## config.mk

```make
export PLATFORM = sky130hd
export DESIGN_NAME = kbs_ctrl
export DESIGN_NICKNAME = d
export VERILOG_FILES = /design/src/design/kbs_pkg.sv /design/src/design/kbs_ctrl.sv
export SDC_FILE = /design/constraint.sdc
export NUM_CORES = 1
export LEC_CHECK = 0
export ABC_CLOCK_PERIOD_IN_PS = 3200
export BUFFER_PORTS_ARGS = -buffer_cell sky130_fd_sc_hd__buf_2
export CORE_AREA = 2 2 46 48
export DETAILED_ROUTE_END_ITERATION = 6
export DIE_AREA = 0 0 48 50
export PLACE_DENSITY = 0.91
export SLEW_MARGIN = 25
export SYNTH_ARGS = -nofsm -noshare
export SYNTH_HDL_FRONTEND = slang
export SYNTH_SLANG_ARGS = --single-unit
```

## constraint.sdc

```tcl
create_clock -name clk -period 3.2 [get_ports clk]
set_input_delay 0.64 -clock clk [delete_from_list [all_inputs] [get_ports clk]]
set_output_delay 0.64 -clock clk [all_outputs]
set_load 0.01 [all_outputs]
```

## src/design/kbs_pkg.sv

```systemverilog
package kbs_pkg;

	// cordic rotation count and step counter width
	localparam int CORDIC_ITERS = 16;
	localparam int CNT_W = 5;
	// top bit of the restoring heading reduction (2pi scaled by 2^9)
	localparam logic [CNT_W-1:0] MOD_TOP = CNT_W'(9);

	// configuration register indexes
	localparam logic [1:0] REG_INV_WHEELBASE = 2'd0;
	localparam logic [1:0] REG_MAX_STEER = 2'd1;
	localparam logic [1:0] REG_MIN_STEER = 2'd2;

	typedef enum logic [3:0] {
		ST_IDLE,
		ST_CLOAD,
		ST_CITER,
		ST_CSTORE,
		ST_MUL,
		ST_WB,
		ST_MODI,
		ST_MODS,
		ST_COMMIT
	} kbs_state_t;

	typedef enum logic [2:0] {
		OP_D,
		OP_DC,
		OP_DS,
		OP_DX,
		OP_DY,
		OP_DH,
		OP_DT
	} mul_op_t;

	typedef enum logic {
		SEL_TIRE,
		SEL_HEAD
	} cordic_sel_t;

	typedef struct packed {
		logic accept;
		logic c_load;
		logic c_iter;
		logic c_store;
		cordic_sel_t sel;
		logic [CNT_W-1:0] idx;
		logic mul_en;
		logic wb_en;
		mul_op_t op;
		logic mod_init;
		logic mod_step;
		logic commit;
	} kbs_cmd_t;

	// arctangent of 2^-i, truncated Q30
	function automatic logic [29:0] atan_q30(input logic [CNT_W-1:0] i);
		logic [29:0] r;
		unique case (i)
			5'd0: r = 30'd843314856;
			5'd1: r = 30'd497837829;
			5'd2: r = 30'd263043836;
			5'd3: r = 30'd133525158;
			5'd4: r = 30'd67021686;
			5'd5: r = 30'd33543515;
			5'd6: r = 30'd16775850;
			5'd7: r = 30'd8388437;
			5'd8: r = 30'd4194282;
			5'd9: r = 30'd2097149;
			5'd10: r = 30'd1048575;
			5'd11: r = 30'd524287;
			5'd12: r = 30'd262143;
			5'd13: r = 30'd131071;
			5'd14: r = 30'd65535;
			5'd15: r = 30'd32767;
			5'd16: r = 30'd16383;
			5'd17: r = 30'd8191;
			5'd18: r = 30'd4095;
			5'd19: r = 30'd2047;
			5'd20: r = 30'd1023;
			5'd21: r = 30'd511;
			5'd22: r = 30'd255;
			5'd23: r = 30'd127;
			5'd24: r = 30'd63;
			default: r = 30'd0;
		endcase
		return r;
	endfunction

endpackage

```

## src/design/kbs_ctrl.sv

```systemverilog
module kbs_ctrl
	import kbs_pkg::*;
(
	input logic clk,
	input logic arst_n,
	input logic in_valid,
	output logic in_ready,
	output logic out_valid,
	input logic out_ready,
	output kbs_cmd_t cmd
);

	kbs_state_t state_q, state_d;
	logic [CNT_W-1:0] cnt_q, cnt_d;
	cordic_sel_t sel_q, sel_d;
	mul_op_t op_q, op_d;
	logic out_valid_q;

	// state register
	always_ff @(posedge clk or negedge arst_n) begin
		if (!arst_n) begin
			state_q <= ST_IDLE;
			cnt_q <= '0;
			sel_q <= SEL_TIRE;
			op_q <= OP_D;
			out_valid_q <= 1'b0;
		end else begin
			state_q <= state_d;
			cnt_q <= cnt_d;
			sel_q <= sel_d;
			op_q <= op_d;
			if (cmd.commit)
				out_valid_q <= 1'b1;
			else if (out_ready)
				out_valid_q <= 1'b0;
		end
	end

	assign out_valid = out_valid_q;
	assign in_ready = (state_q == ST_IDLE);

	// next state and commands
	always_comb begin
		state_d = state_q;
		cnt_d = cnt_q;
		sel_d = sel_q;
		op_d = op_q;
		cmd = '0;
		cmd.sel = sel_q;
		cmd.idx = cnt_q;
		cmd.op = op_q;
		unique case (state_q)
			ST_IDLE: begin
				if (in_valid) begin
					cmd.accept = 1'b1;
					sel_d = SEL_TIRE;
					state_d = ST_CLOAD;
				end
			end
			ST_CLOAD: begin
				cmd.c_load = 1'b1;
				cnt_d = '0;
				state_d = ST_CITER;
			end
			ST_CITER: begin
				cmd.c_iter = 1'b1;
				if (cnt_q == CNT_W'(CORDIC_ITERS - 1))
					state_d = ST_CSTORE;
				else
					cnt_d = cnt_q + 1'b1;
			end
			ST_CSTORE: begin
				cmd.c_store = 1'b1;
				if (sel_q == SEL_TIRE) begin
					sel_d = SEL_HEAD;
					state_d = ST_CLOAD;
				end else begin
					op_d = OP_D;
					state_d = ST_MUL;
				end
			end
			ST_MUL: begin
				cmd.mul_en = 1'b1;
				state_d = ST_WB;
			end
			ST_WB: begin
				cmd.wb_en = 1'b1;
				state_d = ST_MUL;
				unique case (op_q)
					OP_D: op_d = OP_DC;
					OP_DC: op_d = OP_DS;
					OP_DS: op_d = OP_DX;
					OP_DX: op_d = OP_DY;
					OP_DY: op_d = OP_DH;
					OP_DH: op_d = OP_DT;
					default: state_d = ST_MODI;
				endcase
			end
			ST_MODI: begin
				cmd.mod_init = 1'b1;
				cnt_d = MOD_TOP;
				state_d = ST_MODS;
			end
			ST_MODS: begin
				cmd.mod_step = 1'b1;
				if (cnt_q == '0)
					state_d = ST_COMMIT;
				else
					cnt_d = cnt_q - 1'b1;
			end
			ST_COMMIT: begin
				if (!out_valid_q || out_ready) begin
					cmd.commit = 1'b1;
					state_d = ST_IDLE;
				end
			end
			default: state_d = ST_IDLE;
		endcase
	end

endmodule

```

==> results.json, run 1 <==
{
  "status": "complete, no violations",
  "p_seq_frac": 0.556,
  "cp_max_fo": 18,
  "setup_viol_count_final": 0,
  "setup.worst_path.end_class": "flip-flop",
  "synth_nets": 117,
  "rows": 16,
  "start_util": 0.536,
  "grt_start_max_net_pins": 19,
  "antenna_found_initial": 0,
  "hold_viol": 0,
  "cts_buffers": 3,
  "routed_wl_um": 2430,
  "rsz0062_at_grt": "false",
  "cts_sinks": 14,
  "diodes": 0,
  "ys_seq_area_frac": 0.344,
  "grt_pass1_wl_um": 3970,
  "dieWidth_um": 48,
  "ios": 24,
  "ant_nets": 0,
  "p_int_uw": 248,
  "p_leak_uw": 0.000524,
  "p_per_area_mw_per_mm2": 271,
  "finalSetupTns_ns": 0,
  "synth_ff_type": "dfrtp_1",
  "power.net_switching_uw": 70.2,
  "drtIter0Drc": 17,
  "tritoncts": "yes",
  "max_freq_mhz": 400,
  "fin_cells": 159,
  "ys_ff_latch": 14,
  "place_inst": 155,
  "fp.dieArea_mm2": 0.00240,
  "pwr-share-comb": 0.018,
  "synth_edf_count": 0,
  "peakVddDrop_mv": 0.224,
  "grt_pass1_vias": 890,
  "gp_congestion": 0.852,
  "synth_area_mm2": 0.00102,
  "nets": 139,
  "period_needed_ns": 2.50,
  "relSlewSlack": 0.573,
  "synth_cells": 111,
  "syn2layout_area_growth_pct": 14.8,
  "period_share": 0.780,
  "insertion_delay_ns": 0.29,
  "drc": 0,
  "design_area_mm2": 0.00117,
  "cts.reportedPaths.clkPinSlew_ns": 0.10,
  "layout-drive-gt1-share": 0.295,
  "via_per_inst": 6.21,
  "cts_setup_buffers": 0,
  "crit_arrival_ns": 2.72,
  "num_vias": 987,
  "cp.required_ns": 3.42,
  "post_drt_wl_per_cell_um": 15.3,
  "worst_pin_slew_ns": 0.632,
  "drv_slew": 0,
  "skew_ns": 0.00723,
  "grt_usage": 0.235,
  "synth_area_per_cell_um2": 9.19,
  "portBuffers": 23,
  "yosys.cell_types.count": 50,
  "drt_pass1_iterations": 4,
  "fp.dieH_um": 50,
  "swShare": 0.221,
  "clockBufferDepth": 2,
  "dpl.hpwl_um": 1820,
  "hold_path.class": "input port to asynchronous set/reset pin",
  "htree_levels": 1,
  "clockPowerShare": 0.426,
  "final_core_util": 0.616,
  "overflow": 0,
  "worstSetupStartpointType": "flip-flop",
  "core_region_area_mm2": 0.00190,
  "place_area_mm2": 0.00113,
  "crit_type": "flip-flop to flip-flop",
  "async_flop_share": 1.00,
  "cts_root_buf": "clkbuf_4",
  "yosysWarningCount": 0,
  "cts_hold_buf": 0,
  "post_cts_resized": 0,
  "drv_cap": 0
}
[flip-flops by register name, indices dropped and copies added, names as in the netlist]
| signal | count |
|---|---|
| out_valid | 1 |
| cnt_q | 5 |
| op_q | 3 |
| state_q | 4 |
| sel_q | 1 |
[power by group through the flow]
stage	sequential (µW)	clock [µW]	combinational (µW)
final	177	136	5.58
after global placement	180	0	5.61
after global routing	177	146	6.59
after CTS	177	134	5.85
after detailed placement	180	0	5.78
after floorplan	180	0	0.420
[critical path: stages (launching register included)]
cell       delay [ns]
dfrtp_1          0.56
nand4b_1         0.25
clkinv_1         0.26
xnor2_1          0.20
ha_1             0.22
o31a_2           0.29
or3_1            0.33
a2bb2oi_1        0.16
a2bb2oi_1        0.15
[cells in the final DEF (no fill, tap or decap), types with 3 or more instances in the layout]
master / n
a21o_1: 3
buf_2: 23
clkbuf_4: 3
dfrtp_1: 14
inv_1: 8
nand2_1: 6
nand2b_1: 3
nor2_1: 6
nor3_1: 6
o2bb2ai_1: 3
[synth_stat cells (3+ instances only)]
library cell | count | area, µm²
nand2b_1 | 3 | 18.8
nor3_1 | 6 | 30.0
dfrtp_1 | 14 | 350
inv_1 | 8 | 30.0
nand2_1 | 6 | 22.5
nor2_1 | 6 | 22.5
clkbuf_1 | 4 | 15.0
a21o_1 | 3 | 22.5
o2bb2ai_1 | 3 | 26.3
[logic make-up (layout without fill, tap and decap cells)]
group | after synthesis | count (layout) | share of synthesized area
AO/OA/AOI/OAI | 33 | 33 | 0.260
XOR/XNOR | 2 | 2 | 0.0172
adder cells (fa/ha/maj) | 2 | 2 | 0.0245
buffers and inverters | 16 | 37 | 0.0736
flip-flops | 14 | 14 | 0.344
multiplexers | 3 | 3 | 0.0319
AND/OR/NAND/NOR | 41 | 41 | 0.249
[worst paths after layout]
kind	startpoint	end	slack [ns]	cells after the start
max	state_q[2]$_DFFE_PN0P_	cnt_q[4]$_DFFE_PN0P_	0.70	8
min	arst_n	sel_q$_DFFE_PN0P_	0.23	1
max reg2reg	state_q[2]$_DFFE_PN0P_	cnt_q[4]$_DFFE_PN0P_	0.70	8
min reg2reg	sel_q$_DFFE_PN0P_	sel_q$_DFFE_PN0P_	0.52	1
max in group asynchronous	arst_n	cnt_q[4]$_DFFE_PN0P_	2.72	1
min in group clk	sel_q$_DFFE_PN0P_	sel_q$_DFFE_PN0P_	0.52	1
[metal layers]
metal / part of all wire / global-route usage
met1: 0.43 / 0.322
met2: 0.49 / 0.329
met3: 0.038 / 0.0549
met4: 0.042 / 0.131
met5: 0 / 0
[layout make-up]
cell class / count / area [µm²]
fill: 153 / 731
timing repair buffer: 24 / 123
tap: 27 / 33.8
multi-input combinational: 81 / 594
clock buffer: 4 / 36.3
inverter: 9 / 33.8
sequential: 14 / 350
[metrics by stage]
stage	hold WS, ns	power [µW]	worst slack [ns]
floorplan	0.344	181	1.03
global placement	0.498	186	0.851
detailed placement	0.502	186	0.741
CTS	0.236	317	0.718
global route	0.239	329	0.505
finish	0.226	318	0.703
(Power assumes the default switching activity.)
==> run 2: changes to the inputs <==
- ABC_CLOCK_PERIOD_IN_PS: 3200 -> 2250
- CORE_AREA: 2 2 46 48 -> 2 2 50 52
- DIE_AREA: 0 0 48 50 -> 0 0 52 54
- PLACE_DENSITY: 0.91 -> 0.83
- clock period: 3.2 -> 2.25 ns (I/O delays scaled with it)
==> results.json, run 2 (synthesis gave the netlist of run 1 again) <==
{
  "cts.reportedPaths.clkPinSlew_ns": 0.10,
  "rows": 18,
  "peakVddDrop_mv": 0.248,
  "largest_reg_flops": 5,
  "cts_buffers": 3,
  "regMostFlops": "cnt_q",
  "status": "complete, no violations",
  "num_vias": 993,
  "cts_root_buf": "clkbuf_4",
  "reg2reg_depth": 8,
  "p_per_area_mw_per_mm2": 366,
  "layout-drive-gt1-share": 0.345,
  "layout_common_cells": "23 x buf_2, 14 x dfrtp_1, 8 x inv_1, 8 x buf_4",
  "crit_top_cell": "a2bb2oi_1",
  "hold_viol": 0,
  "ios": 24,
  "tritoncts": "yes",
  "dpl.hpwl_um": 1830,
  "crit_cells": 8,
  "grt_start_max_net_pins": 18,
  "dieWidth_um": 52,
  "cts_sinks": 14,
  "cp_slowest_cell": "dfrtp_1",
  "worstSetupStartpointType": "flip-flop",
  "worst_path_largest_cell_delay_ns": 0.39,
  "via_per_inst": 5.88,
  "antenna_found_initial": 0,
  "clockBufferDepth": 2,
  "ant_nets": 0,
  "nets": 146,
  "reg2reg_from": "state_q[3]$_DFFE_PN0P_",
  "insertion_delay_ns": 0.29,
  "period_needed_ns": 2.13,
  "crit_arrival_ns": 2.34,
  "setup_viol_count_final": 0,
  "cp_max_fo": 5,
  "post_drt_wl_per_cell_um": 14.8,
  "use_met3": 0.0389,
  "use_met1": 0.242,
  "drtIter0Drc": 27,
  "grtUsageMet2": 0.310,
  "overflow": 0,
  "final_core_util": 0.532,
  "reg_top3": "cnt_q (5), state_q (4), op_q (3)",
  "cp.required_ns": 2.46,
  "critPathLaunch": "state_q[3]$_DFFE_PN0P_",
  "skew_ns": 0.00348,
  "globalRoute.busiestLayer": "met2",
  "fp.dieArea_mm2": 0.00281,
  "portBuffers": 23,
  "p_leak_uw": 0.000564,
  "core_region_area_mm2": 0.00232,
  "drv_slew": 0,
  "rsz0062_at_grt": "false",
  "fp.dieH_um": 54,
  "drc": 0,
  "setup.worst_path.end_class": "flip-flop",
  "routed_wl_um": 2500,
  "syn2layout_area_growth_pct": 21.0,
  "cp_top_family": "compound AO/OA/AOI/OAI gates",
  "htree_levels": 1,
  "grt_usage": 0.188,
  "worst_pin_slew_ns": 0.526,
  "drt_pass1_iterations": 4,
  "path_cells": "nand4b_1 -> inv_2 -> xnor2_1 -> ha_2 -> o31a_2 -> or3_1 -> a2bb2oi_1 -> a2bb2oi_1",
  "finalSetupTns_ns": 0,
  "grt_pass1_wl_um": 3870,
  "diodes": 0,
  "period_share": 0.947,
  "start_util": 0.440,
  "hold_path.class": "input port to asynchronous set/reset pin",
  "gp_congestion": 0.826,
  "crit_type": "flip-flop to flip-flop",
  "drv_cap": 0,
  "final_common_cell": "buf_2",
  "relSlewSlack": 0.644,
  "max_freq_mhz": 469,
  "grt_pass1_vias": 875,
  "crit_buf_inv": 1
}
run 2: cell types whose count changed in the layout (fill, tap and decap cells not counted):
cell      previous run  this run
clkinv_1             1         0
ha_1                 2         1
inv_2                0         1
ha_2                 0         1
or4b_2               1         0
or4b_4               0         1
buf_4                1         8
run 2: routing by layer:
metal | vias to the layer above | share of wire
met5 | - | 0
met4 | 0 | 0.019
met3 | 7 | 0.051
met2 | 32 | 0.48
met1 | 477 | 0.45
li1 | 477 | -
run 2: worst paths after layout:
path | to | slack [ns]
max in group asynchronous | cnt_q[4]$_DFFE_PN0P_ | 1.97
min reg2reg | sel_q$_DFFE_PN0P_ | 0.54
min in group clk | sel_q$_DFFE_PN0P_ | 0.46
min | out_valid$_DFFE_PN0P_ | 0.04
max reg2reg | cnt_q[4]$_DFFE_PN0P_ | 0.12
max | cnt_q[4]$_DFFE_PN0P_ | 0.12
run 2: metrics by stage:
stage | setup slack, ns | total power [µW] | hold WS, ns | instances | cell area [µm²]
5_1_grt | 0.0345 | 462 | 0.0619 | 169 | 1230
3_3_place_gp | 0.196 | 265 | 0.368 | 164 | 1180
4_1_cts | 0.0464 | 449 | 0.0571 | 168 | 1220
2_1_floorplan | 0.0829 | 257 | 0.154 | 111 | 1020
6_report | 0.119 | 452 | 0.0388 | 169 | 1230
3_5_place_dp | 0.0744 | 265 | 0.372 | 164 | 1180
run 2: what timing repair did:
action | CTS | global route
pin swaps | 0 | 0
hold buffers | 0 | 0
gates cloned | 0 | 0
gates resized for setup | 1 | 2
endpoints found under the setup margin | 1 | 1
buffers inserted | 0 | 1
run 2: power breakdown:
group,switching [µW],internal (µW),total (µW)
registers,0.0000000000000321,251,251
clock network,94.1,98.6,193
logic,5.64,2.22,7.86
run 2: cell type report:
type                       instances  area (µm²)
multi-input combinational         81         601
timing repair buffer              31         175
inverter                           9        33.8
tap                               30        37.5
fill                             211        1090
sequential                        14         350
clock buffer                       4        36.3
